**src/rtl/cvmf_pkg.sv**
```systemverilog
// cvmf_pkg: shared constants, mode codes and the coefficient table of the
// colour-vision matrix filter, plus the fixed-point coefficient conversion
// depends on nothing
`timescale 1ns / 1ps
`default_nettype none

package cvmf_pkg;

  localparam int unsigned COEF_FRAC_BITS_DEF = 16;
  localparam int unsigned MODE_COUNT         = 9;
  localparam int unsigned MODE_W             = 4;
  localparam int unsigned PIX_W              = 8;
  localparam int unsigned DEC_SCALE          = 100000;

  typedef enum logic [MODE_W-1:0] {
    MODE_NORMAL        = 4'd0,
    MODE_PROTANOPIA    = 4'd1,
    MODE_PROTANOMALY   = 4'd2,
    MODE_DEUTERANOPIA  = 4'd3,
    MODE_DEUTERANOMALY = 4'd4,
    MODE_TRITANOPIA    = 4'd5,
    MODE_TRITANOMALY   = 4'd6,
    MODE_ACHROMATOPSIA = 4'd7,
    MODE_ACHROMATOMALY = 4'd8
  } vision_mode_t;

  // matrix entries in units of 1e-5, [mode][output channel][input channel]
  localparam int unsigned MAT_DEC [MODE_COUNT][3][3] = '{
    '{'{100000, 0, 0}, '{0, 100000, 0}, '{0, 0, 100000}},
    '{'{56667, 43333, 0}, '{55833, 44167, 0}, '{0, 24167, 75833}},
    '{'{81667, 18333, 0}, '{33333, 66667, 0}, '{0, 12500, 87500}},
    '{'{62500, 37500, 0}, '{70000, 30000, 0}, '{0, 30000, 70000}},
    '{'{80000, 20000, 0}, '{25833, 74167, 0}, '{0, 14167, 85833}},
    '{'{95000, 5000, 0}, '{0, 43333, 56667}, '{0, 47500, 52500}},
    '{'{96667, 3333, 0}, '{0, 73333, 26667}, '{0, 18333, 81667}},
    '{'{29900, 58700, 11400}, '{29900, 58700, 11400}, '{29900, 58700, 11400}},
    '{'{61800, 32000, 6200}, '{16300, 77500, 6200}, '{16300, 32000, 51600}}
  };

  // decimal entry to fixed point, rounded to nearest with ties upward
  function automatic logic [63:0] fixed_coef(input int unsigned dec,
                                             input int unsigned frac_bits);
    logic [63:0] scaled;
    scaled = 64'(dec) << frac_bits;
    return (scaled + 64'(DEC_SCALE / 2)) / 64'(DEC_SCALE);
  endfunction

endpackage

`default_nettype wire

```
**src/rtl/cvmf_coef_sel.sv**
```systemverilog
// cvmf_coef_sel: first pipeline stage, picks the matrix for the current mode
// and registers it together with the pixel; uses cvmf_pkg
`timescale 1ns / 1ps
`default_nettype none

module cvmf_coef_sel
  import cvmf_pkg::*;
#(
  parameter int unsigned FRAC_BITS = COEF_FRAC_BITS_DEF,
  localparam int unsigned CW = FRAC_BITS + 1
) (
  input  wire logic                             clk,
  input  wire logic                             rst,
  input  wire logic                             load,
  input  wire logic                             valid_in,
  input  wire logic [PIX_W-1:0]                 red,
  input  wire logic [PIX_W-1:0]                 green,
  input  wire logic [PIX_W-1:0]                 blue,
  input  wire logic [MODE_W-1:0]                mode,
  output logic                                  valid,
  output logic [2:0][PIX_W-1:0]                 px,
  output logic [2:0][2:0][CW-1:0]               coef
);

  logic [CW-1:0]     coef_tbl [MODE_COUNT][3][3];
  logic [MODE_W-1:0] sel;

  // constant table, folded at elaboration
  always_comb begin
    for (int m = 0; m < MODE_COUNT; m++) begin
      for (int i = 0; i < 3; i++) begin
        for (int j = 0; j < 3; j++) begin
          coef_tbl[m][i][j] = CW'(fixed_coef(MAT_DEC[m][i][j], FRAC_BITS));
        end
      end
    end
  end

  // unused codes fall back to the identity matrix
  assign sel = (mode < MODE_W'(MODE_COUNT)) ? mode : MODE_NORMAL;

  always_ff @(posedge clk) begin
    if (rst) begin
      valid <= 1'b0;
    end else if (load) begin
      valid <= valid_in;
    end
  end

  always_ff @(posedge clk) begin
    if (load) begin
      px <= {blue, green, red};
      for (int i = 0; i < 3; i++) begin
        for (int j = 0; j < 3; j++) begin
          coef[i][j] <= coef_tbl[sel][i][j];
        end
      end
    end
  end

endmodule

`default_nettype wire

```
**src/rtl/cvmf_mult.sv**
```systemverilog
// cvmf_mult: second pipeline stage, the nine coefficient by channel products
// registered in parallel; uses cvmf_pkg
`timescale 1ns / 1ps
`default_nettype none

module cvmf_mult
  import cvmf_pkg::*;
#(
  parameter int unsigned FRAC_BITS = COEF_FRAC_BITS_DEF,
  localparam int unsigned CW = FRAC_BITS + 1,
  localparam int unsigned PW = CW + PIX_W
) (
  input  wire logic                   clk,
  input  wire logic                   rst,
  input  wire logic                   load,
  input  wire logic                   valid_in,
  input  wire logic [2:0][PIX_W-1:0]  px,
  input  wire logic [2:0][2:0][CW-1:0] coef,
  output logic                        valid,
  output logic [2:0][2:0][PW-1:0]     prod
);

  always_ff @(posedge clk) begin
    if (rst) begin
      valid <= 1'b0;
    end else if (load) begin
      valid <= valid_in;
    end
  end

  always_ff @(posedge clk) begin
    if (load) begin
      for (int i = 0; i < 3; i++) begin
        for (int j = 0; j < 3; j++) begin
          prod[i][j] <= PW'(coef[i][j]) * PW'(px[j]);
        end
      end
    end
  end

endmodule

`default_nettype wire

```
**src/rtl/cvmf_sum_sat.sv**
```systemverilog
// cvmf_sum_sat: last pipeline stage, adds each row, drops the fraction and
// clamps at 255 into the output register; uses cvmf_pkg
`timescale 1ns / 1ps
`default_nettype none

module cvmf_sum_sat
  import cvmf_pkg::*;
#(
  parameter int unsigned FRAC_BITS = COEF_FRAC_BITS_DEF,
  localparam int unsigned CW = FRAC_BITS + 1,
  localparam int unsigned PW = CW + PIX_W,
  localparam int unsigned SW = PW + 2
) (
  input  wire logic                   clk,
  input  wire logic                   rst,
  input  wire logic                   load,
  input  wire logic                   valid_in,
  input  wire logic [2:0][2:0][PW-1:0] prod,
  output logic                        valid,
  output logic [PIX_W-1:0]            red,
  output logic [PIX_W-1:0]            green,
  output logic [PIX_W-1:0]            blue
);

  logic [2:0][SW-1:0]    acc;
  logic [2:0][PIX_W-1:0] chan;

  always_comb begin
    for (int i = 0; i < 3; i++) begin
      acc[i] = SW'(prod[i][0]) + SW'(prod[i][1]) + SW'(prod[i][2]);
      // integer part is PIX_W + 3 bits wide, anything above 255 clamps
      if (|acc[i][SW-1:FRAC_BITS+PIX_W]) begin
        chan[i] = '1;
      end else begin
        chan[i] = acc[i][FRAC_BITS +: PIX_W];
      end
    end
  end

  always_ff @(posedge clk) begin
    if (rst) begin
      valid <= 1'b0;
    end else if (load) begin
      valid <= valid_in;
    end
  end

  always_ff @(posedge clk) begin
    if (load) begin
      red   <= chan[0];
      green <= chan[1];
      blue  <= chan[2];
    end
  end

endmodule

`default_nettype wire

```
**src/rtl/color_vision_matrix_filter.sv**
```systemverilog
// color_vision_matrix_filter: top level, mode register and the three-stage
// pipeline; uses cvmf_pkg, cvmf_coef_sel, cvmf_mult and cvmf_sum_sat
//
// Colour-vision simulation filter. Each item is one 8-bit RGB pixel; it is
// multiplied by one of nine fixed 3x3 matrices picked by vision_mode (0 normal,
// 1 protanopia, 2 protanomaly, 3 deuteranopia, 4 deuteranomaly, 5 tritanopia,
// 6 tritanomaly, 7 achromatopsia, 8 achromatomaly; codes 9 to 15 act as
// normal). Each output channel drops its fraction bits and clamps at 255.
// Throughput is one item per clock while out_stall is low. Coefficient
// select, multiply, then row sum with clamp take an item to out_valid, each
// behind its own register. Stages hold their item under stall and empty
// stages fill up, so in_stall rises only when all three stages are full and
// the output is stalled. vision_mode is sampled as the item enters the first
// stage; write cfg_data only while the pipeline is empty.
`timescale 1ns / 1ps
`default_nettype none

module color_vision_matrix_filter
  import cvmf_pkg::*;
#(
  parameter int unsigned COEF_FRAC_BITS = COEF_FRAC_BITS_DEF
) (
  input  wire logic              clk,
  input  wire logic              rst,
  // configuration
  input  wire logic              cfg_write,
  input  wire logic [MODE_W-1:0] cfg_data,
  // pixel in
  input  wire logic              in_valid,
  output logic                   in_stall,
  input  wire logic [PIX_W-1:0]  red_in,
  input  wire logic [PIX_W-1:0]  green_in,
  input  wire logic [PIX_W-1:0]  blue_in,
  // pixel out
  output logic                   out_valid,
  input  wire logic              out_stall,
  output logic [PIX_W-1:0]       red_out,
  output logic [PIX_W-1:0]       green_out,
  output logic [PIX_W-1:0]       blue_out
);

  localparam int unsigned CW = COEF_FRAC_BITS + 1;
  localparam int unsigned PW = CW + PIX_W;

  logic [MODE_W-1:0] vision_mode;

  // per-stage load enables: a stage takes new data when empty or when the
  // stage after it moves on
  logic s1_load;
  logic s2_load;
  logic s3_load;

  logic                     s1_valid;
  logic [2:0][PIX_W-1:0]    s1_px;
  logic [2:0][2:0][CW-1:0]  s1_coef;
  logic                     s2_valid;
  logic [2:0][2:0][PW-1:0]  s2_prod;

  // mode register
  always_ff @(posedge clk) begin
    if (rst) begin
      vision_mode <= MODE_NORMAL;
    end else if (cfg_write) begin
      vision_mode <= cfg_data;
    end
  end

  // stall chain, output register is the last stage
  assign s3_load  = !out_valid || !out_stall;
  assign s2_load  = !s2_valid || s3_load;
  assign s1_load  = !s1_valid || s2_load;
  assign in_stall = !s1_load;

  // stage 1: matrix select and pixel capture
  cvmf_coef_sel #(
    .FRAC_BITS (COEF_FRAC_BITS)
  ) u_coef_sel (
    .clk      (clk),
    .rst      (rst),
    .load     (s1_load),
    .valid_in (in_valid),
    .red      (red_in),
    .green    (green_in),
    .blue     (blue_in),
    .mode     (vision_mode),
    .valid    (s1_valid),
    .px       (s1_px),
    .coef     (s1_coef)
  );

  // stage 2: nine products
  cvmf_mult #(
    .FRAC_BITS (COEF_FRAC_BITS)
  ) u_mult (
    .clk      (clk),
    .rst      (rst),
    .load     (s2_load),
    .valid_in (s1_valid),
    .px       (s1_px),
    .coef     (s1_coef),
    .valid    (s2_valid),
    .prod     (s2_prod)
  );

  // stage 3: row sums, truncate and clamp into the output register
  cvmf_sum_sat #(
    .FRAC_BITS (COEF_FRAC_BITS)
  ) u_sum_sat (
    .clk      (clk),
    .rst      (rst),
    .load     (s3_load),
    .valid_in (s2_valid),
    .prod     (s2_prod),
    .valid    (out_valid),
    .red      (red_out),
    .green    (green_out),
    .blue     (blue_out)
  );

`ifndef SYNTHESIS
  // back-pressure only when every stage holds an item
  a_stall_full : assert property (@(posedge clk) disable iff (rst)
    in_stall |-> (s1_valid && s2_valid && out_valid))
    else $error("input stalled while the pipeline has a free stage");

  // a held first-stage item is neither lost nor altered
  a_s1_hold : assert property (@(posedge clk) disable iff (rst)
    (s1_valid && !s2_load) |=> (s1_valid && $stable(s1_px) && $stable(s1_coef)))
    else $error("stage 1 item changed while held");

  // a held second-stage item is neither lost nor altered
  a_s2_hold : assert property (@(posedge clk) disable iff (rst)
    (s2_valid && !s3_load) |=> (s2_valid && $stable(s2_prod)))
    else $error("stage 2 item changed while held");
`endif

endmodule

`default_nettype wire
```
**config.mk**
```make
export PLATFORM = sky130hd
export DESIGN_NAME = color_vision_matrix_filter
export DESIGN_NICKNAME = d
export VERILOG_FILES = /design/src/rtl/cvmf_pkg.sv /design/src/rtl/cvmf_coef_sel.sv /design/src/rtl/cvmf_mult.sv /design/src/rtl/cvmf_sum_sat.sv /design/src/rtl/color_vision_matrix_filter.sv
export SDC_FILE = /design/constraint.sdc
export NUM_CORES = 2
export LEC_CHECK = 0
export BUFFER_PORTS_ARGS = -buffer_cell sky130_fd_sc_hd__buf_2
export CORE_ASPECT_RATIO = 1.25
export CORE_MARGIN = 3
export CORE_UTILIZATION = 35
export CTS_CLUSTER_DIAMETER = 30
export DETAILED_ROUTE_END_ITERATION = 8
export GPL_TIMING_DRIVEN = 0
export PLACE_DENSITY = 0.48
export SLEW_MARGIN = 15
export SYNTH_ARGS = -nofsm -noshare
export SYNTH_HDL_FRONTEND = slang
export SYNTH_SLANG_ARGS = --single-unit
```
**constraint.sdc**
```tcl
create_clock -name clk -period 7.3 [get_ports clk]
set_input_delay 1.46 -clock clk [delete_from_list [all_inputs] [get_ports clk]]
set_output_delay 1.46 -clock clk [all_outputs]
set_load 0.05 [all_outputs]
```
# After elaboration in Yosys (flattened, before gate mapping)
# Memory sizes are Yosys's and may differ from the RTL's. A register that Yosys moved wholly into a read port is not among the register bits.
# Index checks and enable logic that the tools add are counted.
dict set report word_totals {
  wordCells 49
  latchBits 0
  inputBits 33
  register_bits 280
  mem_bits_rw 0
  mem_count 1
  out_inout_bits 26
  romBits 2448
}
dict set report op_classes {
  n_mul 9
  n_reduce_logical 11
  eq_ne 0
  n_addsub 6
  n_shift 0
  n_div 0
  n_mux 1
  bitwise_logic 1
  n_lt_le_gt_ge 1
}
# memory depth width read_ports rd_clocked_by_memory_dff write_ports line
set memory_table {}
lappend memory_table {{(name not given)} 16 153 1 1 0 cvmf_coef_sel.sv:55} ;# coef[i][j] <= coef_tbl[sel][i][j];
# op count
set ops {}
lappend ops {{multiplier 17 x 8 -> 25 bit} 9}
lappend ops {{adder 27 x 25 -> 27 bit} 3}
lappend ops {{adder 25 x 25 -> 26 bit} 3}
lappend ops {{OR reduction 3 bit} 3}
lappend ops {{zero test 1 bit} 5}
lappend ops {{NOT 4 -> 5 bit} 1}
lappend ops {{< comparator 4 bit, second input constant} 1}
lappend ops {{2-to-1 mux 4 bit} 1}
lappend ops {{logical OR 1 bit} 3}

# Longest topological paths before layout
dict set report depth {
  ltp_word 5
  ltp_mapped 22
  depth_no_buf 21
}

# Modules after synthesis
# From an unflattened synthesis, not the netlist that was laid out.
dict set report hier_totals {
  hier_cells 5678
  area_unflattened_um2 55963.7
}
# module seq_area_each_um2 n_inst cells_per_inst area_per_inst_um2
set modules_own_cells {}
lappend modules_own_cells {cvmf_mult 6776.5 1 4777 45929.0}
lappend modules_own_cells {cvmf_sum_sat 740.7 1 555 5341.4}
lappend modules_own_cells {cvmf_coef_sel 2992.9 1 329 4534.3}
lappend modules_own_cells {color_vision_matrix_filter 80.1 1 17 158.9}

# Least setup slack after synthesis
# No wires, ideal clock.
dict set report synth_path {
  path_kind {input port to flip-flop}
  startpoint {input port out_stall}
  endpoint {register, netlist name u_mult.prod[0]}
  path_slack_ns 0.785
  path_buffers 0
  required_time_ns 6.725
  setup_ns 0.575
  path_stages 2
  arrival_time_ns 5.940
  cell_sequence {and3_1 inv_1}
}
dict set report synth_between {
  elab_chain_cells 3
}
# item line
set synth_rtl {}
lappend synth_rtl {{from (decl)} color_vision_matrix_filter.sv:36} ;# input wire logic out_stall,
lappend synth_rtl {{zero test 1 bit} color_vision_matrix_filter.sv:69} ;# assign s3_load = !out_valid || !out_stall;
lappend synth_rtl {{logical OR 1 bit} color_vision_matrix_filter.sv:69}
lappend synth_rtl {{logical OR 1 bit} color_vision_matrix_filter.sv:70} ;# assign s2_load = !s2_valid || s3_load;
lappend synth_rtl {{named net s2_load} color_vision_matrix_filter.sv:50} ;# logic s2_load;
# The timed path passes the listed nets, and every way through them passes these cells.
# A chain may end at the register's enable or synchronous reset.

==> impl_metrics.py <==
metrics = {
    "grt": {
        "total_track_usage_pct": 20.8,
        "grt_antenna_before_repair": 6,
        "grt_max_degree": 112,
        "globalRouteOverflowTotal": 0,
        "first_pass_grt_wire_length_um": 233000,
        "number_of_global_route_vias_before_repair": 37669,
    },
    "placed_design": {
        "numPortBuffers": 57,
        "gp_congestion": 0.888,
        "dp.final_hpwl_um": 128000,
    },
    "setup_path": {
        "crit_arrival_ps": 7380,
        "timing_worst_setup_path_type": "flop to flop",
        "crit_path_frequent_cell": "sky130_fd_sc_hd__fa_1",
        "setup.worst_path.end_class": "flop",
        "cp_data_required_time_ps": 7750,
        "timing.critical_path.buf_inv": 5,
        "crit_path_cells": "clkbuf_2 -> clkbuf_2 -> nand2_1 -> fa_1 -> inv_1 -> fa_1 -> fa_1 -> inv_1 -> fa_1 -> inv_1 -> ha_1 -> or3_1 -> nor2_1 -> o21ai_1 -> a211oi_1 -> nor3_1 -> a2111oi_0 -> a21oi_1 -> xor2_1",
        "start_kind": "flop",
        "critical_path.max_stage_delay_ps": 680,
        "worstPathMaxFanout": 10,
        "top_delay_family_on_crit_path": "adder cells",
        "cpMaxStageDelayCell": "sky130_fd_sc_hd__a2111oi_0",
    },
    "route": {
        "dr_total_vias": 35754,
        "wirelength_um": 153000,
        "drt.antenna.violating_nets": 0,
        "first_pass_iters": 5,
        "routed_wire_length_per_instance_um": 20.9,
        "drt_drc_violations_left": 0,
        "first_iter_violations": 1916,
        "post_drt_via_cell_ratio": 4.90,
    },
    "power_and_ir_drop": {
        "total_leakage_power_nw": 29.2,
        "vdd_drop_max_uv": 306,
        "cellPowerDensity_mw_per_mm2": 311,
    },
    "final_layout": {
        "multi_input_comb_area_mm2": 0.0352,
        "final.fill_count": 14283,
        "area_delta_synth_final_pct": 12.7,
        "ff_latch_area_mm2": 0.0105,
        "fin_nets": 6674,
        "drive_gt1_share_pct": 5.60,
        "postLayoutCoreUtil_pct": 40.0,
    },
    "yosys": {
        "postSynthCellCount": 5181,
        "number_of_enable_type_register_cells_in_the_synthesized_netlist": 346,
        "avgSynthCellArea_um2": 9.71,
        "synth.net_count": 6511,
        "yosys_warnings": 0,
        "netlist-cell-type-count": 84,
        "async_s_r_ff_share_synth_pct": 0,
        "yosysSeqAreaShare_pct": 20.9,
        "post-synth-top-area-fraction_pct": 26.7,
        "synth_top_flop_cell": "sky130_fd_sc_hd__edfxtp_1",
        "netlist_top_cells_area": "sky130_fd_sc_hd__fa_1, sky130_fd_sc_hd__edfxtp_1, sky130_fd_sc_hd__ha_1",
        "synthDominantAreaCellType": "sky130_fd_sc_hd__fa_1",
        "synth_area_mm2": 0.0503,
        "yosys_register_bits": 353,
    },
    "cts": {
        "cts.repair_timing.setup_buffer_count": 0,
        "h-tree-depth": 3,
        "tritoncts_num_sinks": 353,
        "numCtsBuffers": 99,
        "cts_hold_repair.buffers": 0,
        "worst_setup_hold_path_clk_slew_ps": 40,
        "worstSkewPairLatency_ps": 690,
        "clock_tree.root_cell": "sky130_fd_sc_hd__clkbuf_16",
        "cts_max_path_buffers": 3,
        "clock_tree_from_tritoncts": "done",
    },
    "sta": {
        "timing.max_slew.rel_slack_pct": 30.3,
        "finalSetupTns_ps": 0,
        "worst_slew_pin_slew_ps": 1050,
        "setup-violations-final": 0,
        "final_min_period_over_clock_period_pct": 95.0,
        "hold_violations": 0,
        "worst_clock_skew_ps": 38.8,
        "fmaxAchievable_mhz": 144,
        "rsz0062_at_grt": "no",
        "min_period_ps": 6940,
        "timing.final.max_slew_violations": 0,
    },
    "run": {
        "max-cap-violations": 0,
    },
    "outcome": {
        "run_status": "completed",
    },
    "die": {
        "floorplan_die_height_um": 430,
        "floorplan.die.width_um": 345,
        "design.portCount": 59,
        "initial_core_util_pct": 35.5,
        "floorplan.core_area_mm2": 0.142,
        "die-area_mm2": 0.148,
        "floorplan_row_count": 154,
    },
    "worst_hold_path": {
        "worstHoldPathType": "flop to flop",
    },
}
[through the flow]
| step | cell area (um2) | worst slack, ps | total power [mW] | hold WS [ps] | cells |
|---|---|---|---|---|---|
| 6_report | 56700 | 364 | 17.6 | 484 | 7303 |
| 5_1_grt | 56700 | 79.0 | 19.2 | 529 | 7302 |
| 4_1_cts | 56700 | 37.9 | 18.0 | 484 | 7302 |
| 3_5_place_dp | 53100 | -259 | 13.2 | 478 | 7115 |
| 3_3_place_gp | 52900 | -2000 | 13.1 | 458 | 7110 |
| 2_1_floorplan | 50300 | 785 | 10.2 | 430 | 5181 |
[cells in the mapped netlist, types with 16 or more instances]
master                     instances
sky130_fd_sc_hd__a211oi_1         23
sky130_fd_sc_hd__nor3_1           52
sky130_fd_sc_hd__fa_1            671
sky130_fd_sc_hd__o21bai_1         34
sky130_fd_sc_hd__nand2b_1         32
sky130_fd_sc_hd__or2_2            17
sky130_fd_sc_hd__nand2_1         410
sky130_fd_sc_hd__xnor2_1         196
sky130_fd_sc_hd__ha_1            626
sky130_fd_sc_hd__nand3_1          59
sky130_fd_sc_hd__nand4_1          16
sky130_fd_sc_hd__a31oi_1          23
sky130_fd_sc_hd__edfxtp_1        346
sky130_fd_sc_hd__clkbuf_1        122
sky130_fd_sc_hd__nor2b_1          28
sky130_fd_sc_hd__a21oi_1         196
sky130_fd_sc_hd__a21o_1           78
sky130_fd_sc_hd__inv_1          1094
sky130_fd_sc_hd__xor2_1           77
sky130_fd_sc_hd__or3_1            31
sky130_fd_sc_hd__o21ai_1          26
sky130_fd_sc_hd__and3_1           29
sky130_fd_sc_hd__o21ai_0          95
sky130_fd_sc_hd__and2_1          482
sky130_fd_sc_hd__nor2_1          181
sky130_fd_sc_hd__o21a_1           48
[state kept, by name, indices dropped and copies added (netlist names)]
signal            cells
u_coef_sel.valid      1
u_mult.prod         223
u_coef_sel.px        24
vision_mode           4
u_sum_sat.red         8
u_sum_sat.blue        8
u_mult.valid          1
u_coef_sel.coef      75
u_sum_sat.green       8
u_sum_sat.valid       1
[cells in the final DEF, fill, tap and decap left out, types with 52 or more instances in the layout]
| master | instances |
|---|---|
| sky130_fd_sc_hd__xnor2_1 | 196 |
| sky130_fd_sc_hd__a21o_1 | 78 |
| sky130_fd_sc_hd__xor2_1 | 77 |
| sky130_fd_sc_hd__edfxtp_1 | 346 |
| sky130_fd_sc_hd__clkbuf_16 | 102 |
| sky130_fd_sc_hd__inv_1 | 1093 |
| sky130_fd_sc_hd__nand2_1 | 408 |
| sky130_fd_sc_hd__nor3_1 | 52 |
| sky130_fd_sc_hd__nand3_1 | 59 |
| sky130_fd_sc_hd__nor2_1 | 181 |
| sky130_fd_sc_hd__clkbuf_1 | 125 |
| sky130_fd_sc_hd__o21ai_0 | 95 |
| sky130_fd_sc_hd__a21oi_1 | 196 |
| sky130_fd_sc_hd__buf_2 | 57 |
| sky130_fd_sc_hd__ha_1 | 626 |
| sky130_fd_sc_hd__fa_1 | 671 |
| sky130_fd_sc_hd__and2_1 | 482 |
[per-layer routing]
| layer | share of wire [%] | global-route usage [%] | up-vias | wire, um |
|---|---|---|---|---|
| li1 | - | - | 16973 | - |
| met1 | 43 | 26.6 | 17748 | 65100 |
| met2 | 49 | 35.7 | 821 | 74800 |
| met3 | 4.1 | 2.22 | 210 | 6310 |
| met4 | 4.3 | 8.74 | 2 | 6640 |
| met5 | 0.0052 | 0 | - | 8 |
[power by group]
part	leakage (nW)	internal, mW	switching (mW)
logic	23.5	3.79	5.58
clock network	1.71	3.19	1.45
registers	3.98	3.10	0.541
total	29.2	10.1	7.57
[what timing repair did]
action,4_1_cts,5_1_grt
setup endpoints to repair,2,2
resized for setup,2,9
gates cloned,0,0
endpoints found under the hold margin,0,0
[worst register-to-register path, stage by stage (launching register included)]
cell	delay, ps
sky130_fd_sc_hd__edfxtp_1	480
sky130_fd_sc_hd__clkbuf_2	410
sky130_fd_sc_hd__clkbuf_2	420
sky130_fd_sc_hd__nand2_1	400
sky130_fd_sc_hd__fa_1	640
sky130_fd_sc_hd__inv_1	60
sky130_fd_sc_hd__fa_1	500
sky130_fd_sc_hd__fa_1	510
sky130_fd_sc_hd__inv_1	50
sky130_fd_sc_hd__fa_1	500
sky130_fd_sc_hd__inv_1	50
sky130_fd_sc_hd__ha_1	190
sky130_fd_sc_hd__or3_1	400
sky130_fd_sc_hd__nor2_1	160
sky130_fd_sc_hd__o21ai_1	170
sky130_fd_sc_hd__a211oi_1	410
sky130_fd_sc_hd__nor3_1	130
sky130_fd_sc_hd__a2111oi_0	680
sky130_fd_sc_hd__a21oi_1	180
sky130_fd_sc_hd__xor2_1	390
[path summary, 6_finish.rpt]
kind / startpoint / end / slack (ps) / cells past startpoint
hold / removal: u_mult.valid / u_sum_sat.valid / 480 / 2
setup / recovery: u_coef_sel.coef[43] / u_mult.prod[149] / 360 / 19
setup reg to reg: u_coef_sel.coef[43] / u_mult.prod[149] / 360 / 19
hold reg to reg: u_mult.valid / u_sum_sat.valid / 480 / 2
[cell type report]
class / count / share of cell area [%]
clock inverters: 74 / 1.73
repair buffers: 62 / 0.733
flip-flops and latches: 353 / 18.6
clock buffers: 113 / 4.63
multi-input cells: 3609 / 62.1
well taps: 1872 / 4.13
diodes: 1 / 0.00441
plain buffers: 124 / 0.834
inverters: 1095 / 7.26
[kinds of logic (layout without fill, tap and decap cells)]
kind of cell	count (synthesis)	count (layout)	share of synthesized area (%)
compound gates	668	668	8.94
fa+ha+maj	1298	1298	42.3
buf+inv	1219	1468	9.10
flops	353	353	20.9
xor+xnor	273	273	4.75
simple gates	1362	1362	13.8
other cells	0	1	0
mux	8	8	0.159
No activity file was read; power rests on OpenSTA's default activity.
